### config.mk
export PLATFORM = sky130hd
export DESIGN_NAME = padded_blob_deobfuscator
export DESIGN_NICKNAME = d
export VERILOG_FILES = /design/src/pbd_pkg.sv /design/src/padded_blob_deobfuscator.sv /design/src/pbd_decoder.sv /design/src/pbd_burst.sv
export VERILOG_INCLUDE_DIRS = /design/src /design/src/src
export SDC_FILE = /design/constraint.sdc
export NUM_CORES = 1
export LEC_CHECK = 0
export BUFFER_PORTS_ARGS = -buffer_cell sky130_fd_sc_hd__clkbuf_2
export CORE_ASPECT_RATIO = 1.1
export CORE_MARGIN = 5
export CORE_UTILIZATION = 61
export DETAILED_ROUTE_END_ITERATION = 7
export PLACE_DENSITY = 0.79
export SKIP_CTS_REPAIR_TIMING = 1
export SLEW_MARGIN = 20
export SYNTH_ARGS = -nofsm -noshare
export SYNTH_HDL_FRONTEND = slang
export SYNTH_SLANG_ARGS = --single-unit
### constraint.sdc
create_clock -name clk -period 9.37 [get_ports clk]
set_input_delay 0.4685 -clock clk [delete_from_list [all_inputs] [get_ports clk]]
set_output_delay 0.4685 -clock clk [all_outputs]
set_load 0.05 [all_outputs]
### src/assert_macros.svh
// Assertion helpers shared by pbd_decoder and pbd_burst. Each expects clk and rst_n in scope.
`ifndef ASSERT_MACROS_SVH
`define ASSERT_MACROS_SVH

// Property that must hold at every clock edge outside reset.
`define PBD_ASSERT(name, prop, msg) \
  name: assert property (@(posedge clk) disable iff (!rst_n) (prop)) else $error(msg);

// Same-cycle implication outside reset.
`define PBD_ASSERT_IMPL(name, ante, cons, msg) \
  name: assert property (@(posedge clk) disable iff (!rst_n) (ante) |-> (cons)) else $error(msg);

`endif

### src/pbd_pkg.sv
package pbd_pkg;

  localparam int LENGTH_BITS  = 24;
  localparam int BYTE_W       = 8;
  localparam int MAX_RESULTS  = 4;
  localparam int CNT_W        = 3;
  localparam int HEAD_BYTES   = 4;
  localparam int PREFIX_BYTES = 5;

  // Magic header, first byte in the lowest lane.
  localparam logic [HEAD_BYTES-1:0][BYTE_W-1:0] MAGIC = {8'hBE, 8'hBA, 8'hFE, 8'hCA};

  typedef enum logic [1:0] {
    MODE_HEADER,
    MODE_PASS,
    MODE_DECODE,
    MODE_DRAIN
  } mode_t;

  typedef enum logic [1:0] {
    ST_OK,
    ST_SHORT,
    ST_ZERO_STRIDE,
    ST_NEG_LEN
  } status_t;

  typedef struct packed {
    logic [BYTE_W-1:0] data;
    logic              last;
    status_t           status;
  } result_t;

  typedef struct packed {
    result_t [MAX_RESULTS-1:0] slot;
    logic    [CNT_W-1:0]       count;
  } bundle_t;

endpackage

### src/padded_blob_deobfuscator.sv
// Padded blob decoder. Blob bytes arrive one word per cycle on the in_ stream;
// the user must write the blob length through cfg_wr_en/cfg_wr_data only while
// the block is idle (the block has no check). A blob that opens with CA FE BA
// BE passes through unchanged. Any other blob is decoded: the filler count is
// byte0+byte1-byte2-byte3 (mod 256), byte4 is the stride, the block emits
// CA FE BA BE and then copies stride-byte chunks, dropping one filler byte
// after each, for at most filler-count chunks, and then copies the rest until
// length-5-filler content bytes are out. Short blobs, a zero stride and a
// negative content length each give one word with data zero, tlast set and
// the error code in tuser. Throughput is one input word per cycle while
// out_tready holds; the byte that completes the header (the fourth byte of a
// pass-through blob or the fifth byte of an encoded one) yields four output
// words, and the input then stalls while the four-slot output register drains.
// After reset the blob length is zero and no clearing pass is needed.
module padded_blob_deobfuscator
  import pbd_pkg::*;
(
  input  logic                   clk,
  input  logic                   rst_n,
  // Blob length register.
  input  logic                   cfg_wr_en,
  input  logic [LENGTH_BITS-1:0] cfg_wr_data,
  // Encoded blob input.
  input  logic                   in_tvalid,
  output logic                   in_tready,
  input  logic [BYTE_W-1:0]      in_tdata,   // [7:0] data_byte
  // Decoded output.
  output logic                   out_tvalid,
  input  logic                   out_tready,
  output logic [BYTE_W-1:0]      out_tdata,  // [7:0] out_byte
  output logic                   out_tlast,
  output logic [1:0]             out_tuser   // [1:0] status
);

  bundle_t bundle;
  result_t result;
  logic    step;

  // An input word is taken only when the output register can absorb its results.
  assign step = in_tvalid && in_tready;

  // Per-blob state and the decode decision for the current byte.
  pbd_decoder u_decoder (
    .clk         (clk),
    .rst_n       (rst_n),
    .cfg_wr_en   (cfg_wr_en),
    .cfg_wr_data (cfg_wr_data),
    .step        (step),
    .data_byte   (in_tdata),
    .bundle      (bundle)
  );

  // Holds up to four result words; hands out one per cycle with out_tready high.
  pbd_burst u_burst (
    .clk       (clk),
    .rst_n     (rst_n),
    .load      (step),
    .bundle    (bundle),
    .in_ready  (in_tready),
    .out_valid (out_tvalid),
    .out_ready (out_tready),
    .result    (result)
  );

  assign out_tdata = result.data;
  assign out_tlast = result.last;
  assign out_tuser = result.status;

endmodule

### src/pbd_decoder.sv
`include "assert_macros.svh"

module pbd_decoder
  import pbd_pkg::*;
(
  input  logic                   clk,
  input  logic                   rst_n,
  input  logic                   cfg_wr_en,
  input  logic [LENGTH_BITS-1:0] cfg_wr_data,
  input  logic                   step,
  input  logic [BYTE_W-1:0]      data_byte,
  output bundle_t                bundle
);

  logic [LENGTH_BITS-1:0]               blob_length_r, blob_length_nxt;
  logic [HEAD_BYTES-1:0][BYTE_W-1:0]    lead_r, lead_nxt;
  logic [LENGTH_BITS-1:0]               index_r, index_nxt;
  logic [BYTE_W-1:0]                    filler_r, filler_nxt;
  logic [BYTE_W-1:0]                    stride_r, stride_nxt;
  logic [LENGTH_BITS-1:0]               content_r, content_nxt;
  logic [BYTE_W-1:0]                    chunk_pos_r, chunk_pos_nxt;
  logic [BYTE_W-1:0]                    chunks_done_r, chunks_done_nxt;
  logic [LENGTH_BITS-1:0]               emitted_r, emitted_nxt;
  mode_t                                mode_r, mode_nxt;

  logic [LENGTH_BITS:0]                 index_inc;
  logic                                 blob_end;
  logic [BYTE_W-1:0]                    filler_calc;
  logic [LENGTH_BITS:0]                 need;
  logic [LENGTH_BITS-1:0]               content_calc;
  logic                                 head_match;
  logic [LENGTH_BITS-1:0]               emitted_inc;
  logic                                 fin;
  logic                                 in_chunks;

  assign index_inc    = {1'b0, index_r} + (LENGTH_BITS+1)'(1);
  assign blob_end     = index_inc >= {1'b0, blob_length_r};
  assign filler_calc  = lead_r[0] + lead_r[1] - lead_r[2] - lead_r[3];
  assign need         = (LENGTH_BITS+1)'(filler_calc) + (LENGTH_BITS+1)'(PREFIX_BYTES);
  assign content_calc = LENGTH_BITS'({1'b0, blob_length_r} - need);
  assign head_match   = {data_byte, lead_r[2], lead_r[1], lead_r[0]} == MAGIC;
  assign emitted_inc  = emitted_r + LENGTH_BITS'(1);
  assign fin          = emitted_inc >= content_r;
  assign in_chunks    = chunks_done_r < filler_r;

  always_comb begin
    blob_length_nxt = cfg_wr_en ? cfg_wr_data : blob_length_r;
    lead_nxt        = lead_r;
    index_nxt       = index_r;
    filler_nxt      = filler_r;
    stride_nxt      = stride_r;
    content_nxt     = content_r;
    chunk_pos_nxt   = chunk_pos_r;
    chunks_done_nxt = chunks_done_r;
    emitted_nxt     = emitted_r;
    mode_nxt        = mode_r;
    bundle          = '0;

    if (step) begin
      unique case (mode_r)
        MODE_HEADER: begin
          if (index_r < LENGTH_BITS'(HEAD_BYTES)) begin
            lead_nxt[index_r[1:0]] = data_byte;
          end
          if (index_r == LENGTH_BITS'(HEAD_BYTES - 1)) begin
            if (head_match) begin
              mode_nxt = MODE_PASS;
              for (int i = 0; i < HEAD_BYTES; i++) begin
                bundle.slot[i].data   = (i == HEAD_BYTES - 1) ? data_byte : lead_r[i];
                bundle.slot[i].last   = (i == HEAD_BYTES - 1) && blob_end;
                bundle.slot[i].status = ST_OK;
              end
              bundle.count = CNT_W'(HEAD_BYTES);
            end else if (blob_end) begin
              bundle.slot[0].last   = 1'b1;
              bundle.slot[0].status = ST_SHORT;
              bundle.count          = CNT_W'(1);
            end
          end else if (index_r == LENGTH_BITS'(HEAD_BYTES)) begin
            filler_nxt = filler_calc;
            stride_nxt = data_byte;
            if ({1'b0, blob_length_r} < need) begin
              mode_nxt              = MODE_DRAIN;
              bundle.slot[0].last   = 1'b1;
              bundle.slot[0].status = ST_NEG_LEN;
              bundle.count          = CNT_W'(1);
            end else if (data_byte == '0) begin
              mode_nxt              = MODE_DRAIN;
              bundle.slot[0].last   = 1'b1;
              bundle.slot[0].status = ST_ZERO_STRIDE;
              bundle.count          = CNT_W'(1);
            end else begin
              content_nxt     = content_calc;
              chunk_pos_nxt   = '0;
              chunks_done_nxt = '0;
              emitted_nxt     = '0;
              mode_nxt        = (content_calc == '0) ? MODE_DRAIN : MODE_DECODE;
              for (int i = 0; i < HEAD_BYTES; i++) begin
                bundle.slot[i].data   = MAGIC[i];
                bundle.slot[i].last   = (i == HEAD_BYTES - 1) && (content_calc == '0);
                bundle.slot[i].status = ST_OK;
              end
              bundle.count = CNT_W'(HEAD_BYTES);
            end
          end else if (index_r < LENGTH_BITS'(HEAD_BYTES - 1) && blob_end) begin
            bundle.slot[0].last   = 1'b1;
            bundle.slot[0].status = ST_SHORT;
            bundle.count          = CNT_W'(1);
          end
        end
        MODE_PASS: begin
          bundle.slot[0].data   = data_byte;
          bundle.slot[0].last   = blob_end;
          bundle.slot[0].status = ST_OK;
          bundle.count          = CNT_W'(1);
        end
        MODE_DECODE: begin
          if (in_chunks && chunk_pos_r == stride_r) begin
            // Filler byte after a full chunk: drop it.
            chunk_pos_nxt   = '0;
            chunks_done_nxt = chunks_done_r + BYTE_W'(1);
          end else begin
            if (in_chunks) begin
              chunk_pos_nxt = chunk_pos_r + BYTE_W'(1);
            end
            emitted_nxt = emitted_inc;
            if (fin) begin
              mode_nxt = MODE_DRAIN;
            end
            bundle.slot[0].data   = data_byte;
            bundle.slot[0].last   = fin || blob_end;
            bundle.slot[0].status = ST_OK;
            bundle.count          = CNT_W'(1);
          end
        end
        MODE_DRAIN: begin
        end
        default: begin
        end
      endcase

      if (blob_end) begin
        index_nxt = '0;
        mode_nxt  = MODE_HEADER;
      end else begin
        index_nxt = index_inc[LENGTH_BITS-1:0];
      end
    end
  end

  always_ff @(posedge clk) begin
    if (!rst_n) begin
      blob_length_r <= '0;
      lead_r        <= '0;
      index_r       <= '0;
      filler_r      <= '0;
      stride_r      <= '0;
      content_r     <= '0;
      chunk_pos_r   <= '0;
      chunks_done_r <= '0;
      emitted_r     <= '0;
      mode_r        <= MODE_HEADER;
    end else begin
      blob_length_r <= blob_length_nxt;
      lead_r        <= lead_nxt;
      index_r       <= index_nxt;
      filler_r      <= filler_nxt;
      stride_r      <= stride_nxt;
      content_r     <= content_nxt;
      chunk_pos_r   <= chunk_pos_nxt;
      chunks_done_r <= chunks_done_nxt;
      emitted_r     <= emitted_nxt;
      mode_r        <= mode_nxt;
    end
  end

  `PBD_ASSERT_IMPL(a_pass_has_magic, mode_r == MODE_PASS, lead_r == MAGIC, "pass mode without magic header")
  `PBD_ASSERT_IMPL(a_decode_not_done, mode_r == MODE_DECODE, emitted_r < content_r, "decode past content length")
  `PBD_ASSERT_IMPL(a_chunk_in_range, mode_r == MODE_DECODE, chunk_pos_r <= stride_r, "chunk position beyond stride")

endmodule

### src/pbd_burst.sv
`include "assert_macros.svh"

module pbd_burst
  import pbd_pkg::*;
(
  input  logic    clk,
  input  logic    rst_n,
  input  logic    load,
  input  bundle_t bundle,
  output logic    in_ready,
  output logic    out_valid,
  input  logic    out_ready,
  output result_t result
);

  result_t [MAX_RESULTS-1:0] slot_r, slot_nxt;
  logic    [CNT_W-1:0]       cnt_r, cnt_nxt;
  logic                      out_fire;

  assign out_valid = cnt_r != '0;
  assign out_fire  = out_valid && out_ready;
  assign in_ready  = (cnt_r == '0) || ((cnt_r == CNT_W'(1)) && out_ready);
  assign result    = slot_r[0];

  always_comb begin
    slot_nxt = slot_r;
    cnt_nxt  = cnt_r;
    if (load) begin
      slot_nxt = bundle.slot;
      cnt_nxt  = bundle.count;
    end else if (out_fire) begin
      for (int i = 0; i < MAX_RESULTS - 1; i++) begin
        slot_nxt[i] = slot_r[i+1];
      end
      cnt_nxt = cnt_r - CNT_W'(1);
    end
  end

  always_ff @(posedge clk) begin
    if (!rst_n) begin
      cnt_r <= '0;
    end else begin
      cnt_r <= cnt_nxt;
    end
  end

  always_ff @(posedge clk) begin
    slot_r <= slot_nxt;
  end

  `PBD_ASSERT(a_cnt_range, cnt_r <= CNT_W'(MAX_RESULTS), "burst count out of range")
  `PBD_ASSERT_IMPL(a_load_when_free, load, (cnt_r == '0) || (cnt_r == CNT_W'(1) && out_fire), "load over pending words")
  `PBD_ASSERT_IMPL(a_last_is_final, out_valid && result.last, cnt_r == CNT_W'(1), "last word not final in burst")

endmodule
==> impl_results.md <==
- Routed via count: 10,630
- Commonest cells post-synth: nand2_1, dfxtp_1, nor2_1
- Fin Clk Skew: 10.2 ps
- Flop-to-flop setup slack: 3030 ps
- Pre-antenna DRT Iters: 5
- Ant. Diodes: 0
- CTS Buf Count: 23
- Die span in x: 146 µm
- Status: completed
- Max-Cap Viols: 0
- Syn_area_per_cell: 8.29 µm²
- Final core utilization: 67.1%
- Antenna-violating nets left: 0
- Synth top area cells: dfxtp_1, edfxtp_1, ha_1
- Post-synthesis sequential area ratio: 36.0%
- Worst hold path class: in2reg
- Clock sink total: 203
- Sequential group share of total power: 31.6%
- Initial DRC count: 793
- Fill cell count: 1,655
- Area share of the largest cell type after synthesis: 26.8%
- Synth Instances: 1,488
- Clock network fraction of design power: 27.6%
- IO Port Bufs: 49
- Reg-to-reg critical path startpoint: u_decoder.lead_r[2]$_SDFFE_PN0P_
- Layout cells sized above 1: 8.21%
- Period utilization: 67.7%
- Post-Place Setup Slack: 3150 ps
- Primary FF master, synth: dfxtp_1
- Reg2reg end: u_decoder.emitted_r[6]$_SDFFE_PN0P_
- Boundary Pins: 50
- Die Ht: 159 µm
- Longest Clk Path Bufs: 3
- Pleak: 5.22 nW
- Flop and latch count out of synthesis: 203
- Number of synthesis warnings: 0
- Count leader, synth: nand2_1
- Worst R2R Path Depth: 21
- Global-route wire length before repair: 49.7 mm
- Effective utilization at floorplan: 62.1%
- Final TNS setup: 0 ps
- WP data arrival: 6780 ps
- DP Cell Count: 1,709
- Final wirelength: 30.5 mm
- CTS tree: done
- Asr flop ratio synth: 0%
- H-tree levels: 1
- RSZ-0062 raised after global routing: false
- Die area: 0.0232 mm²
- Max_slew headroom: 41.3%
- Net Sw Frac: 39.0%
- Sequential Area: 0.00444 mm²
- Crit Path Max Fanout: 13
- Drt drc: 0
- Initial antenna violation count: 0
- Distinct cell type count after synthesis: 77
- Vias in the first global route: 9,966
- Final hold vios: 0
- Worst setup EP type: flip-flop
- Hold path startpoint: cfg_wr_data[16]
- Largest net degree at the start of global routing: 83
- WL per Instance: 17.4 µm
- Final hold slack: 192 ps
- GRT overflow: 0
- Synth area leader: dfxtp_1
- CTS root buf: clkbuf_16
- Internal: 2.04 mW
- Type of origin of the critical path: flip-flop
- Post-synth EDFFs: 38
- Mapped cell area: 0.0123 mm²
- Least-Margin Pin Slew: 881 ps
- WP data required: 9800 ps
- Worst-path clk slew: 60 ps
- Final setup margin: 3030 ps
- Worst IR drop on VDD: 0.160 mV
- Detailed Place HPWL: 21.9 mm
- Core area: 0.0199 mm²
- Worst hold stages: 3
- Net switching power: 1.30 mW
- Multi-input logic area: 0.00708 mm²
- Clk_lat worst skew: 510 ps
- Count of final setup violators: 0
- Finished Layout Cells: 1,751
- Final #Nets: 1,617
- Worst Setup Path Type: reg2reg
- Area grow syn2layout: 8.01%
- FMAX: 0.158 GHz
- Vias per cell: 6.07
- Logic pwr share: 40.8%
- PD cells: 251 mW/mm²
- Final Max Slew Viols: 0
- Gpl congestion: 0.920
- Hold Path Sink: u_decoder.blob_length_r[16]$_SDFFE_PN0P_
- Tmin final: 6340 ps
- Total track usage: 25.1%
- FP Rows: 54
## per-layer routing
metal,global-route usage [%],part of all wire [%],vias up,wire (µm)
met5,0,0,-,0
met4,7.59,2.4,0,730
met3,3.50,6.7,74,2030
met2,41.4,48,371,14600
met1,34.2,43,5021,13100
li1,-,-,5164,-
## logic make-up after synthesis
group | synth area share (%)
buffers and inverters | 6.76
xor gates and xnor gates | 6.53
muxes | 2.03
DFF | 36.0
adders and majority gates | 10.8
other | 0.0304
and+or+nand+nor | 22.2
AOI/OAI and AO/OA | 15.6
## state kept, by name (all words and copies together), names as in the netlist
name / cells
u_burst.cnt_r: 3
u_burst.result: 11
u_burst.slot_r: 27
u_decoder.blob_length_r: 24
u_decoder.chunk_pos_r: 8
u_decoder.chunks_done_r: 8
u_decoder.content_r: 24
u_decoder.emitted_r: 24
u_decoder.filler_r: 8
u_decoder.index_r: 24
u_decoder.lead_r: 32
u_decoder.mode_r: 2
u_decoder.stride_r: 8
## layout by cell type, fill, tap and decap left out, drive strengths merged, types with 5 or more instances in the layout
| cell type | synthesis | final |
|---|---|---|
| clkbuf | 58 | 76 |
| fa | 15 | 15 |
| nand2 | 174 | 174 |
| a2bb2oi | 6 | 6 |
| buf | 32 | 10 |
| edfxtp | 38 | 38 |
| and3 | 17 | 17 |
| a21oi | 125 | 125 |
| a31oi | 11 | 11 |
| o41ai | 6 | 6 |
| xor2 | 28 | 28 |
| nor2b | 9 | 9 |
| o211ai | 9 | 9 |
| nand4 | 33 | 33 |
| o22ai | 5 | 5 |
| nand2b | 9 | 9 |
| nor4 | 16 | 16 |
| nand3 | 87 | 87 |
| or4 | 6 | 6 |
| or3 | 11 | 11 |
| a32o | 10 | 10 |
| a22o | 5 | 5 |
| ha | 83 | 83 |
| and4 | 8 | 8 |
| nor3 | 25 | 25 |
| a21o | 21 | 21 |
| inv | 104 | 105 |
| clkinv | 0 | 8 |
| o21ai | 55 | 55 |
| nor3b | 5 | 5 |
| and2 | 16 | 16 |
| a211oi | 9 | 9 |
| o21a | 10 | 10 |
| nor2 | 135 | 135 |
| dfxtp | 165 | 165 |
| mux2i | 25 | 25 |
| a211o | 5 | 5 |
| or2 | 5 | 5 |
| xnor2 | 64 | 64 |
| a21boi | 7 | 7 |
## metrics by stage
stage	area [µm²]	total power, mW
finish	13300	3.34
global route	13300	3.51
CTS	13300	3.33
detailed placement	12600	2.40
global placement	12600	2.37
floorplan	12300	2.11
## worst max path at each step
stage / from / endpoint / slack [ps] / cells after the start
2_1_floorplan: u_decoder.lead_r[16]$_SDFFE_PN0P_ / u_burst.slot_r[16]$_DFFE_PP_ / 4230 / 24
3_3_place_gp: u_decoder.lead_r[16]$_SDFFE_PN0P_ / u_decoder.emitted_r[23]$_SDFFE_PN0P_ / 3390 / 23
3_5_place_dp: u_decoder.lead_r[16]$_SDFFE_PN0P_ / u_decoder.emitted_r[23]$_SDFFE_PN0P_ / 3150 / 23
4_1_cts: u_decoder.lead_r[16]$_SDFFE_PN0P_ / u_decoder.emitted_r[23]$_SDFFE_PN0P_ / 3110 / 23
5_1_grt: u_decoder.lead_r[2]$_SDFFE_PN0P_ / u_decoder.emitted_r[6]$_SDFFE_PN0P_ / 2450 / 21
6_report: u_decoder.lead_r[2]$_SDFFE_PN0P_ / u_decoder.emitted_r[6]$_SDFFE_PN0P_ / 3030 / 21
## power groups by stage
stage	logic, mW	clock network [mW]	registers (mW)
after floorplan	1.05	0	1.06
after global placement	1.30	0	1.07
after detailed placement	1.33	0	1.07
after CTS	1.34	0.932	1.06
after global routing	1.47	0.979	1.06
final	1.36	0.921	1.06
## cell type report
class | instances | area share (%)
flip-flops and latches | 203 | 33.3
multi-input cells | 1091 | 53.1
repair buffers | 59 | 2.40
well taps | 252 | 2.37
inverters | 104 | 2.95
clock inverters | 15 | 1.23
clock buffers | 27 | 4.58
## worst max-delay path: stages, from the launching register on
cell and delay, ps:
dfxtp_1 370, inv_1 80, fa_1 500, fa_1 520
inv_1 40, ha_1 320, a21oi_1 230, nor2b_1 90
nor3_1 220, nor2_1 80, a21oi_1 340, nand3_1 170
or3b_2 520, ha_1 230, or4_1 480, nor2_1 210
and4_2 290, a211oi_1 140, o211a_1 410, nor2_1 680
o21ai_0 210, o21ai_0 110
Power figures use the tool's default switching activity.
